`src/design/skrit_pkg.sv`:
```
// ============================================================================
// skrit_pkg: shared types and constants for the short key interning table
// Widths, status codes and the queue entry that links front and back end.
// ============================================================================
package skrit_pkg;

  localparam int EntriesPerBucket = 16;
  localparam int BucketCount      = 256;
  localparam int SlotW            = $clog2(EntriesPerBucket);
  localparam int FillW            = $clog2(EntriesPerBucket + 1);
  localparam int BucketW          = 8;
  localparam int AddrW            = BucketW + SlotW;
  localparam int KeyW             = 17;
  localparam int CountW           = 32;

  localparam logic [2:0] ST_INSERTED    = 3'd0;
  localparam logic [2:0] ST_INCREMENTED = 3'd1;
  localparam logic [2:0] ST_DECREMENTED = 3'd2;
  localparam logic [2:0] ST_REMOVED     = 3'd3;
  localparam logic [2:0] ST_NOT_FOUND   = 3'd4;
  localparam logic [2:0] ST_FULL        = 3'd5;

  localparam logic OP_ADD = 1'b0;
  localparam logic OP_DEL = 1'b1;

  // classified request handed from front end to back end
  typedef struct packed {
    logic                op;
    logic [BucketW-1:0]  bucket;
    logic [KeyW-1:0]     key;
  } req_t;

endpackage

```
`src/design/skrit_front.sv`:
```
// ============================================================================
// skrit_front: input acceptance and key classification
// Builds the 17-bit tail key from the input beat and pushes it into a
// two-entry queue that the back end drains.
// ============================================================================
module skrit_front (
  input  logic                 clk,
  input  logic                 rst_n,
  input  logic                 in_tvalid,
  output logic                 in_tready,
  input  logic [26:0]          in_tdata,
  output logic                 q_valid,
  input  logic                 q_pop,
  output skrit_pkg::req_t      q_head
);

  skrit_pkg::req_t  mem_r [2];
  logic             wp_r, rp_r;
  logic [1:0]       cnt_r;
  skrit_pkg::req_t  req;
  logic             len3;
  logic             push;

  // tdata: operation[0], key_length[2:1], first[10:3], second[18:11], third[26:19]
  always_comb begin
    len3       = (in_tdata[2:1] == 2'd3);
    req.op     = in_tdata[0];
    req.bucket = in_tdata[10:3];
    req.key    = {len3, in_tdata[18:11], len3 ? in_tdata[26:19] : 8'd0};
  end

  assign in_tready = (cnt_r != 2'd2);
  assign push      = in_tvalid && in_tready;
  assign q_valid   = (cnt_r != 2'd0);
  assign q_head    = mem_r[rp_r];

  // queue storage
  always_ff @(posedge clk) begin
    if (push) mem_r[wp_r] <= req;
  end

  // queue pointers
  always_ff @(posedge clk) begin
    if (!rst_n) begin
      wp_r  <= 1'b0;
      rp_r  <= 1'b0;
      cnt_r <= 2'd0;
    end else begin
      if (push)  wp_r <= ~wp_r;
      if (q_pop) rp_r <= ~rp_r;
      cnt_r <= cnt_r + {1'b0, push} - {1'b0, q_pop};
    end
  end

endmodule

```
`config.mk`:
```
export PLATFORM = sky130hd
export DESIGN_NAME = skrit_front
export DESIGN_NICKNAME = d
export VERILOG_FILES = /design/src/design/skrit_pkg.sv /design/src/design/skrit_front.sv
export SDC_FILE = /design/constraint.sdc
export NUM_CORES = 1
export LEC_CHECK = 0
export ABC_AREA = 1
export BUFFER_PORTS_ARGS = -buffer_cell sky130_fd_sc_hd__buf_2
export CAP_MARGIN = 20
export CORE_MARGIN = 5
export CORE_UTILIZATION = 32
export CTS_CLUSTER_DIAMETER = 150
export DETAILED_ROUTE_END_ITERATION = 8
export PLACE_DENSITY = 0.51
export SYNTH_ARGS = -nofsm -noshare
export SYNTH_HDL_FRONTEND = slang
export SYNTH_SLANG_ARGS = --single-unit
```
`constraint.sdc`:
```
create_clock -name clk -period 6.95 [get_ports clk]
set_clock_uncertainty 0.1 [all_clocks]
set_input_delay 1.0425 -clock clk [delete_from_list [all_inputs] [get_ports clk]]
set_output_delay 1.0425 -clock clk [all_outputs]
set_load 0.005 [all_outputs]
```
Word-level counts from Yosys, hierarchy flattened

Memories as Yosys holds them, arrays and structs flattened. A register that Yosys moved wholly into a read port is not among the register bits.
Cells that the tools add are included.

Register bits: 4
Bits in writable memories: 52
Bits of input ports: 31
Output and inout bits: 28
Word-level logic and storage cells: 17
Memories: 1

$add $sub $neg: 2
Equality and inequality tests: 2
Multiplexer cells: 5
Bitwise gates (word level): 2
Reduce and logical (&&, ||, !) cells: 2

Memory list:

| memory | depth | width | read ports | clocked after Yosys merged registers in | write ports | RTL line          | RTL |
|---|---|---|---|---|---|---|---|
| mem_r  | 2     | 26    | 1          | 1                                       | 1           | skrit_front.sv:17 | `skrit_pkg::req_t mem_r [2];` |

Operators by type and width:

| cell               | count |
|---|---|
| $mux 8             | 1 |
| $mux 1             | 4 |
| $add 2x1->2        | 1 |
| $eq 2x2->1 const B | 1 |
| $ne 2x2->1 const B | 1 |
| $not 1->1          | 2 |
| $reduce_bool 2->1  | 1 |
| $sub 2x1->2        | 1 |
| $logic_and 1x1->1  | 1 |

Depth between registers and ports, before layout

Gate-level depths: netlist of run 1.

Word-level depth: 4
Gate-level depth with buffers: 11
Depth with buffers taken out: 11

Worst setup path after synthesis of run 1

OpenSTA, ideal clock, no wires.

Path kind: input to register
From: input port in_tvalid
To: memory mem_r[1][0] in the netlist's numbering, enable pin
Setup time: 410 ps
Arrival time: 2,325 ps
Required time: 6,440 ps
Setup slack: 4,115 ps
Stages: 2
Path buffers: 0
Path through: nand2_1 > nor2_1

Longest elaborated chain between the ends: 3

Ends and longest elaborated chain:

| what                         | RTL line          | RTL |
|---|---|---|
| from (decl)                  | skrit_front.sv:9  | `input logic in_tvalid,` |
| $logic_and 1x1->1            | skrit_front.sv:33 | `assign push = in_tvalid && in_tready;` |
| $mux 1                       | skrit_front.sv:39 | `if (push) mem_r[wp_r] <= req;` |
| $mux 1 (not written as such) | skrit_front.sv:39 |  |
| to (decl)                    | skrit_front.sv:17 |  |

No other way between the ends.

==> results of run 1 <==
==> report_power, final <==
group / leakage (nW) / switching [mW] / total (mW) / internal (mW)
Combinational: 0.559 / 0.0466 / 0.0994 / 0.0528
Clock: 0.0910 / 0.114 / 0.274 / 0.160
Sequential: 0.532 / 0.0133 / 0.423 / 0.409
==> state kept, by name, summed over array words and instances, names as in the netlist, named ones only <==
register  count
rp_r          1
cnt_r         2
mem_r        52
wp_r          1
==> final cells by class <==
cell class                      count  area, sq um  area share (%)
Sequential cell                    57         1660            58.9
Multi-Input combinational cell     58          514            18.2
Timing Repair Buffer               59          298            10.5
Clock buffer                       10          128            4.52
Tap cell                           96          120            4.26
Inverter                           14         52.6            1.86
Clock inverter                      5         47.5            1.68
==> worst min-delay path by stage <==
stage / to / slack, ns / cells past startpoint
2_1_floorplan: flop / 0.36 / 2
3_3_place_gp: rp_r / 0.38 / 2
3_5_place_dp: flop / 0.39 / 2
4_1_cts: flop / 0.41 / 2
5_1_grt: flop / 0.44 / 2
6_report: flop / 0.40 / 2
==> cell usage after synthesis, drive strengths merged <==
| master | n | share of area [%] |
|---|---|---|
| dfxtp | 5 | 4.4 |
| nor2 | 15 | 2.5 |
| inv | 14 | 2.3 |
| nand3 | 1 | 0.22 |
| xnor2 | 1 | 0.39 |
| edfxtp | 52 | 69 |
| nand2 | 13 | 2.2 |
| ha | 1 | 0.55 |
| a21oi | 1 | 0.22 |
| mux2 | 26 | 16 |
| buf | 3 | 2.3 |
==> per-layer routing <==
layer / global-route usage, % / share of wire, %
met2: 16.2 / 50
met3: 2.72 / 6.0
met1: 10.3 / 42
met4: 5.42 / 1.8
met5: 0 / 0
==> cell usage in the layout (no fill, tap or decap) <==
cell	instances
buf_2	58
mux2_2	6
ha_1	1
nand3_1	1
clkbuf_8	9
xnor2_1	1
edfxtp_1	52
dfxtp_1	4
dfxtp_2	1
nor2_1	13
nor2_2	1
mux2_4	20
nand2_1	13
clkbuf_1	1
bufinv_16	1
clkinv_1	2
inv_1	14
a21oi_1	1
clkinv_2	2
buf_4	1
nor2_4	1
==> cells by family after synthesis <==
logic type	synth area share [%]
muxes	16.2
AOI/OAI and AO/OA	0.220
DFF	73.2
buffers and inverters	4.58
xor gates and xnor gates	0.386
and+or+nand+nor	4.85
adders and majority gates	0.551
==> worst min-delay path: cells and delay by family, from the launching register on <==
kind / cells / cell delay (ns)
DFF: 1 / 0.33
and+or+nand+nor: 2 / 0.14
==> impl_metrics.env, run 1 <==
export IMPL_critPathLaunchType="flop"
export IMPL_synth_area_per_cell_sq_um=17.2
export IMPL_holdCritPathClass="flop to flop"
export IMPL_layout_cell_area_non_filler_sq_mm=0.00282
export IMPL_outcome="finished clean"
export IMPL_worst_setup_path_type="flop to primary output"
export IMPL_cpMaxStageDelayCell="dfxtp_2"
export IMPL_root_buffer="clkbuf_8"
export IMPL_post_layout_nonfiller_instances=299
export IMPL_finish_net_count=231
export IMPL_cts_hold_buffers=0
export IMPL_powerDensity_mw_per_mm2=282
export IMPL_post_route_drc_count=0
export IMPL_timing_final_hold_violations=0
export IMPL_ir_drop_mv=0.0934
export IMPL_timing_final_setup_violations=0
export IMPL_hold_slack_ns=0.399
export IMPL_synth_fp_nets=164
export IMPL_max_clock_freq_mhz=346
export IMPL_hpwlAfterDp_um=2570
export IMPL_regToRegSetupSlack_ns=5.15
export IMPL_antenna_cells_inserted=0
export IMPL_layout_drive_gt1_share_pct=49.3
export IMPL_detailroute_via_count=1214
export IMPL_critical_path_arrival_ns=1.75
export IMPL_slew_headroom_pct=43.3
export IMPL_synth_ff_latch_count=57
export IMPL_syn2layout_area_growth_pct=24.4
export IMPL_power_static_leakage_nw=1.18
export IMPL_setup_tns_final_ns=0
export IMPL_ctsLongestPathBuffers=2
export IMPL_rr_worst_depth=4
export IMPL_globalRoute_totalOverflow=0
export IMPL_max_cap_violations=0
export IMPL_grt_antenna_before_repair=0
export IMPL_critical_path_cell_count=2
export IMPL_fill_cell_count=670
export IMPL_placedInstanceArea_sq_mm=0.00265
export IMPL_critical_path_buf_inv_count=1
export IMPL_path_delay_family="flip-flops"
export IMPL_clk_transition_reported_paths_ns=0.06
export IMPL_tritoncts="built"
export IMPL_dieHeight_um=94.2
export IMPL_drt_first_iter_violations=12
export IMPL_cts_htree_levels=3
export IMPL_design_core_area_sq_mm=0.00683
export IMPL_io_buffers=58
export IMPL_endpoint_kind="primary output"
export IMPL_dieWidth_um=94.2
export IMPL_synthesis_area_sq_mm=0.00227
export IMPL_crit_reg2reg_capture="mem_r[1][18]"
export IMPL_die_area_sq_mm=0.00888
export IMPL_pre_cts_ws_ns=4.35
export IMPL_post_cts_gate_resize_count=0
export IMPL_clock_latency_ns=0.31
export IMPL_route_detailed_vias_per_inst=4.06
export IMPL_postLayoutCoreUtil_pct=41.3
export IMPL_cts_sink_count=57
export IMPL_synth_cells=132
export IMPL_critical_path_peak_fanout=26
export IMPL_finalCritPeriodShare_pct=41.6
export IMPL_totalWireLength_um=3870
export IMPL_crit_path_end="q_head[2]"
export IMPL_final_critical_path_setup_slack_ns=4.06
export IMPL_start_util_pct=33.2
export IMPL_number_of_buffers_added_by_the_clock_tree_synthesis_step=9
export IMPL_r2r_start="cnt_r[0]"
export IMPL_timing_critical_path_cells="mux2_2 > buf_2"
export IMPL_fp_row_count=30
export IMPL_finalCriticalPeriod_ns=2.89
export IMPL_worst_slew_pin_transition_ns=0.850
export IMPL_min_from="rp_r"
export IMPL_place_gp_congestion=0.684
export IMPL_drtPass1Iterations=3
export IMPL_worst_endpoint_required_ns=5.81
export IMPL_num_io_pins=59
export IMPL_global_route_wire_length_before_repair_um=6220
export IMPL_pin_count_of_the_biggest_net_entering_global_routing=28
export IMPL_post_cts_buffers=0
export IMPL_grt_usage_pct=9.41
export IMPL_dpl_cell_count=284
export IMPL_critPathMaxStageDelay_ns=0.89
export IMPL_final_routed_wire_length_divided_by_cell_count_um=13.0
export IMPL_synth_yosys_seq_area_share_pct=73.2
export IMPL_slew_violations=0
export IMPL_number_of_global_route_vias_before_repair=1338
export IMPL_yosysWarnings=0
export IMPL_rsz0062_at_grt="false"
export IMPL_ys_types=13
export IMPL_detail_route_antenna_nets=0
export IMPL_total_power_uw=795
No activity file was read; power rests on OpenSTA's default activity.
==> inputs of run 2 (changes only) <==
Clock period 6.95 ns to 2.85 ns, I/O delays scaled along.
==> run 2 against run 1 <==
Cell count increased by 1.0%; core utilization decreased by 0.092 points; cell area decreased by 0.22%; register-to-register slack got worse by 3.9 ns; worst setup slack got worse by 3.5 ns; flip-flop and latch count unchanged; die area unchanged; hold slack got worse by 0.20 ns; clock-buffer cell count increased by 1; critical path type unchanged; largest cell class unchanged; largest power group unchanged.
==> impl_metrics.env, run 2 (same netlist as run 1, synthesis figures left out) <==
export IMPL_detailroute_via_count=1217
export IMPL_slew_headroom_pct=61.2
export IMPL_power_internal_mw=1.43
export IMPL_antenna_cells_inserted=0
export IMPL_totalWireLength_um=3840
export IMPL_dpl_cell_count=286
export IMPL_power_static_leakage_nw=1.18
export IMPL_fp_row_count=30
export IMPL_die_area_sq_mm=0.00888
export IMPL_r2r_start="cnt_r[0]"
export IMPL_netSwitchingFraction_pct=22.7
export IMPL_num_io_pins=59
export IMPL_dieHeight_um=94.2
export IMPL_min_from="in_tdata[5]"
export IMPL_endpoint_kind="primary output"
export IMPL_reg_largest_list="mem_r: 52 flops, cnt_r: 2 flops"
export IMPL_number_of_buffers_added_by_the_clock_tree_synthesis_step=9
export IMPL_clock_latency_ns=0.31
export IMPL_finalCritPeriodShare_pct=80.6
export IMPL_layout_cells_most_common_list="58 x buf_2, 52 x edfxtp_1, 20 x mux2_4"
export IMPL_pin_count_of_the_biggest_net_entering_global_routing=27
export IMPL_ctsLongestPathBuffers=2
export IMPL_drtPass1Iterations=4
export IMPL_pre_cts_ws_ns=0.841
export IMPL_hpwlAfterDp_um=2550
export IMPL_rsz0062_at_grt="false"
export IMPL_slew_violations=0
export IMPL_min_delay_worst_endpoint="mem_r[0][19]"
export IMPL_cts_hold_buffers=0
export IMPL_largest_register_ff_count=52
export IMPL_route_detailed_vias_per_inst=4.03
export IMPL_hold_path_cell_count=1
export IMPL_design_core_area_sq_mm=0.00683
export IMPL_max_cap_violations=0
export IMPL_registers_top_by_ff_count="mem_r"
export IMPL_syn2layout_area_growth_pct=24.1
export IMPL_regToRegSetupSlack_ns=1.27
export IMPL_place_gp_congestion=0.657
export IMPL_crit_reg2reg_capture="mem_r[1][12]"
export IMPL_io_buffers=58
export IMPL_root_buffer="clkbuf_8"
export IMPL_max_clock_freq_mhz=436
export IMPL_number_of_global_route_vias_before_repair=1275
export IMPL_outcome="finished clean"
export IMPL_global_route_wire_length_before_repair_um=6080
export IMPL_detail_route_antenna_nets=0
export IMPL_power_frac_clock_pct=31.2
export IMPL_pwr_share_comb_pct=13.3
export IMPL_grt_usage_pct=9.49
export IMPL_cts_htree_levels=3
export IMPL_layout_drive_gt1_share_pct=49.5
export IMPL_critical_path_arrival_ns=1.77
export IMPL_start_util_pct=33.2
export IMPL_timing_final_hold_violations=0
export IMPL_post_route_drc_count=0
export IMPL_final_routed_wire_length_divided_by_cell_count_um=12.7
export IMPL_clk_transition_reported_paths_ns=0.06
export IMPL_worst_slew_pin_transition_ns=0.582
export IMPL_worst_endpoint_required_ns=2.32
export IMPL_powerDensity_mw_per_mm2=658
export IMPL_post_cts_gate_resize_count=0
export IMPL_globalRoute_totalOverflow=0
export IMPL_finalCriticalPeriod_ns=2.30
export IMPL_finish_net_count=233
export IMPL_drt_first_iter_violations=31
export IMPL_holdCritPathClass="primary input to flop"
export IMPL_critPathLaunchType="flop"
export IMPL_rr_worst_depth=5
export IMPL_grt_antenna_before_repair=0
export IMPL_power_net_switching_uw=420
export IMPL_tritoncts="built"
export IMPL_critical_path_peak_fanout=19
export IMPL_cts_sink_count=57
export IMPL_worst_setup_path_type="flop to primary output"
export IMPL_seqPwrFrac_pct=55.4
export IMPL_post_cts_buffers=0
export IMPL_ir_drop_mv=0.238
export IMPL_post_layout_nonfiller_instances=302
export IMPL_postLayoutCoreUtil_pct=41.2
export IMPL_mostFrequentLayoutCell="buf_2"
export IMPL_dieWidth_um=94.2
export IMPL_final_critical_path_setup_slack_ns=0.554
export IMPL_timing_final_setup_violations=0
export IMPL_setup_tns_final_ns=0
## run 2: cell types whose count changed in the layout (fill, tap and decap cells not counted)
cell	before	now
clkbuf_1	1	2
bufinv_16	1	0
buf_4	1	3
clkinv_2	2	3
## run 2: critical path, cell delays in order (launching register included)
cell     delay (ns)
dfxtp_2        0.70
buf_4          0.31
mux2_4         0.31
buf_2          0.12
## run 2: power by group through the flow
stage	registers (mW)	clock network, mW	logic (mW)
global placement	1.05	0	0.252
global route	1.03	0.651	0.277
CTS	1.03	0.609	0.254
finish	1.03	0.578	0.247
floorplan	1.03	0	0.164
detailed placement	1.05	0	0.253
## run 2: final cells by class
type                    instances  area, sq um
clock inverters                 5         22.5
clock buffers                  11          131
fillers                       692         4020
flip-flops and latches         57         1660
repair buffers                 61          313
well taps                      96          120
multi-input cells              58          514
inverters                      14         52.6
## run 2: metrics by stage
stage / instance area, sq um / total power [mW] / hold WS, ns
2_1_floorplan: 2270 / 1.19 / 0.363
3_3_place_gp: 2660 / 1.30 / 0.379
3_5_place_dp: 2660 / 1.30 / 0.387
4_1_cts: 2820 / 1.89 / 0.176
5_1_grt: 2820 / 1.96 / 0.170
6_report: 2820 / 1.85 / 0.199
## run 2: routing by layer
| layer | track usage [%] | vias up | part of all wire [%] |
|---|---|---|---|
| met5 | 0 | - | 0 |
| met4 | 4.33 | 0 | 0.70 |
| met3 | 4.49 | 2 | 7.2 |
| met2 | 15.0 | 38 | 52 |
| met1 | 10.9 | 569 | 40 |
| li1 | - | 608 | - |
## run 2: worst max-delay path by stage
stage / cells past startpoint / slack (ns) / endpoint / start
2_1_floorplan: 4 / 0.61 / mem_r[1][0] / cnt_r[0]
3_3_place_gp: 3 / 0.85 / q_head[8] / flop
3_5_place_dp: 3 / 0.84 / q_head[5] / flop
4_1_cts: 3 / 0.48 / q_head[5] / flop
5_1_grt: 3 / 0.42 / q_head[11] / flop
6_report: 3 / 0.55 / q_head[5] / flop
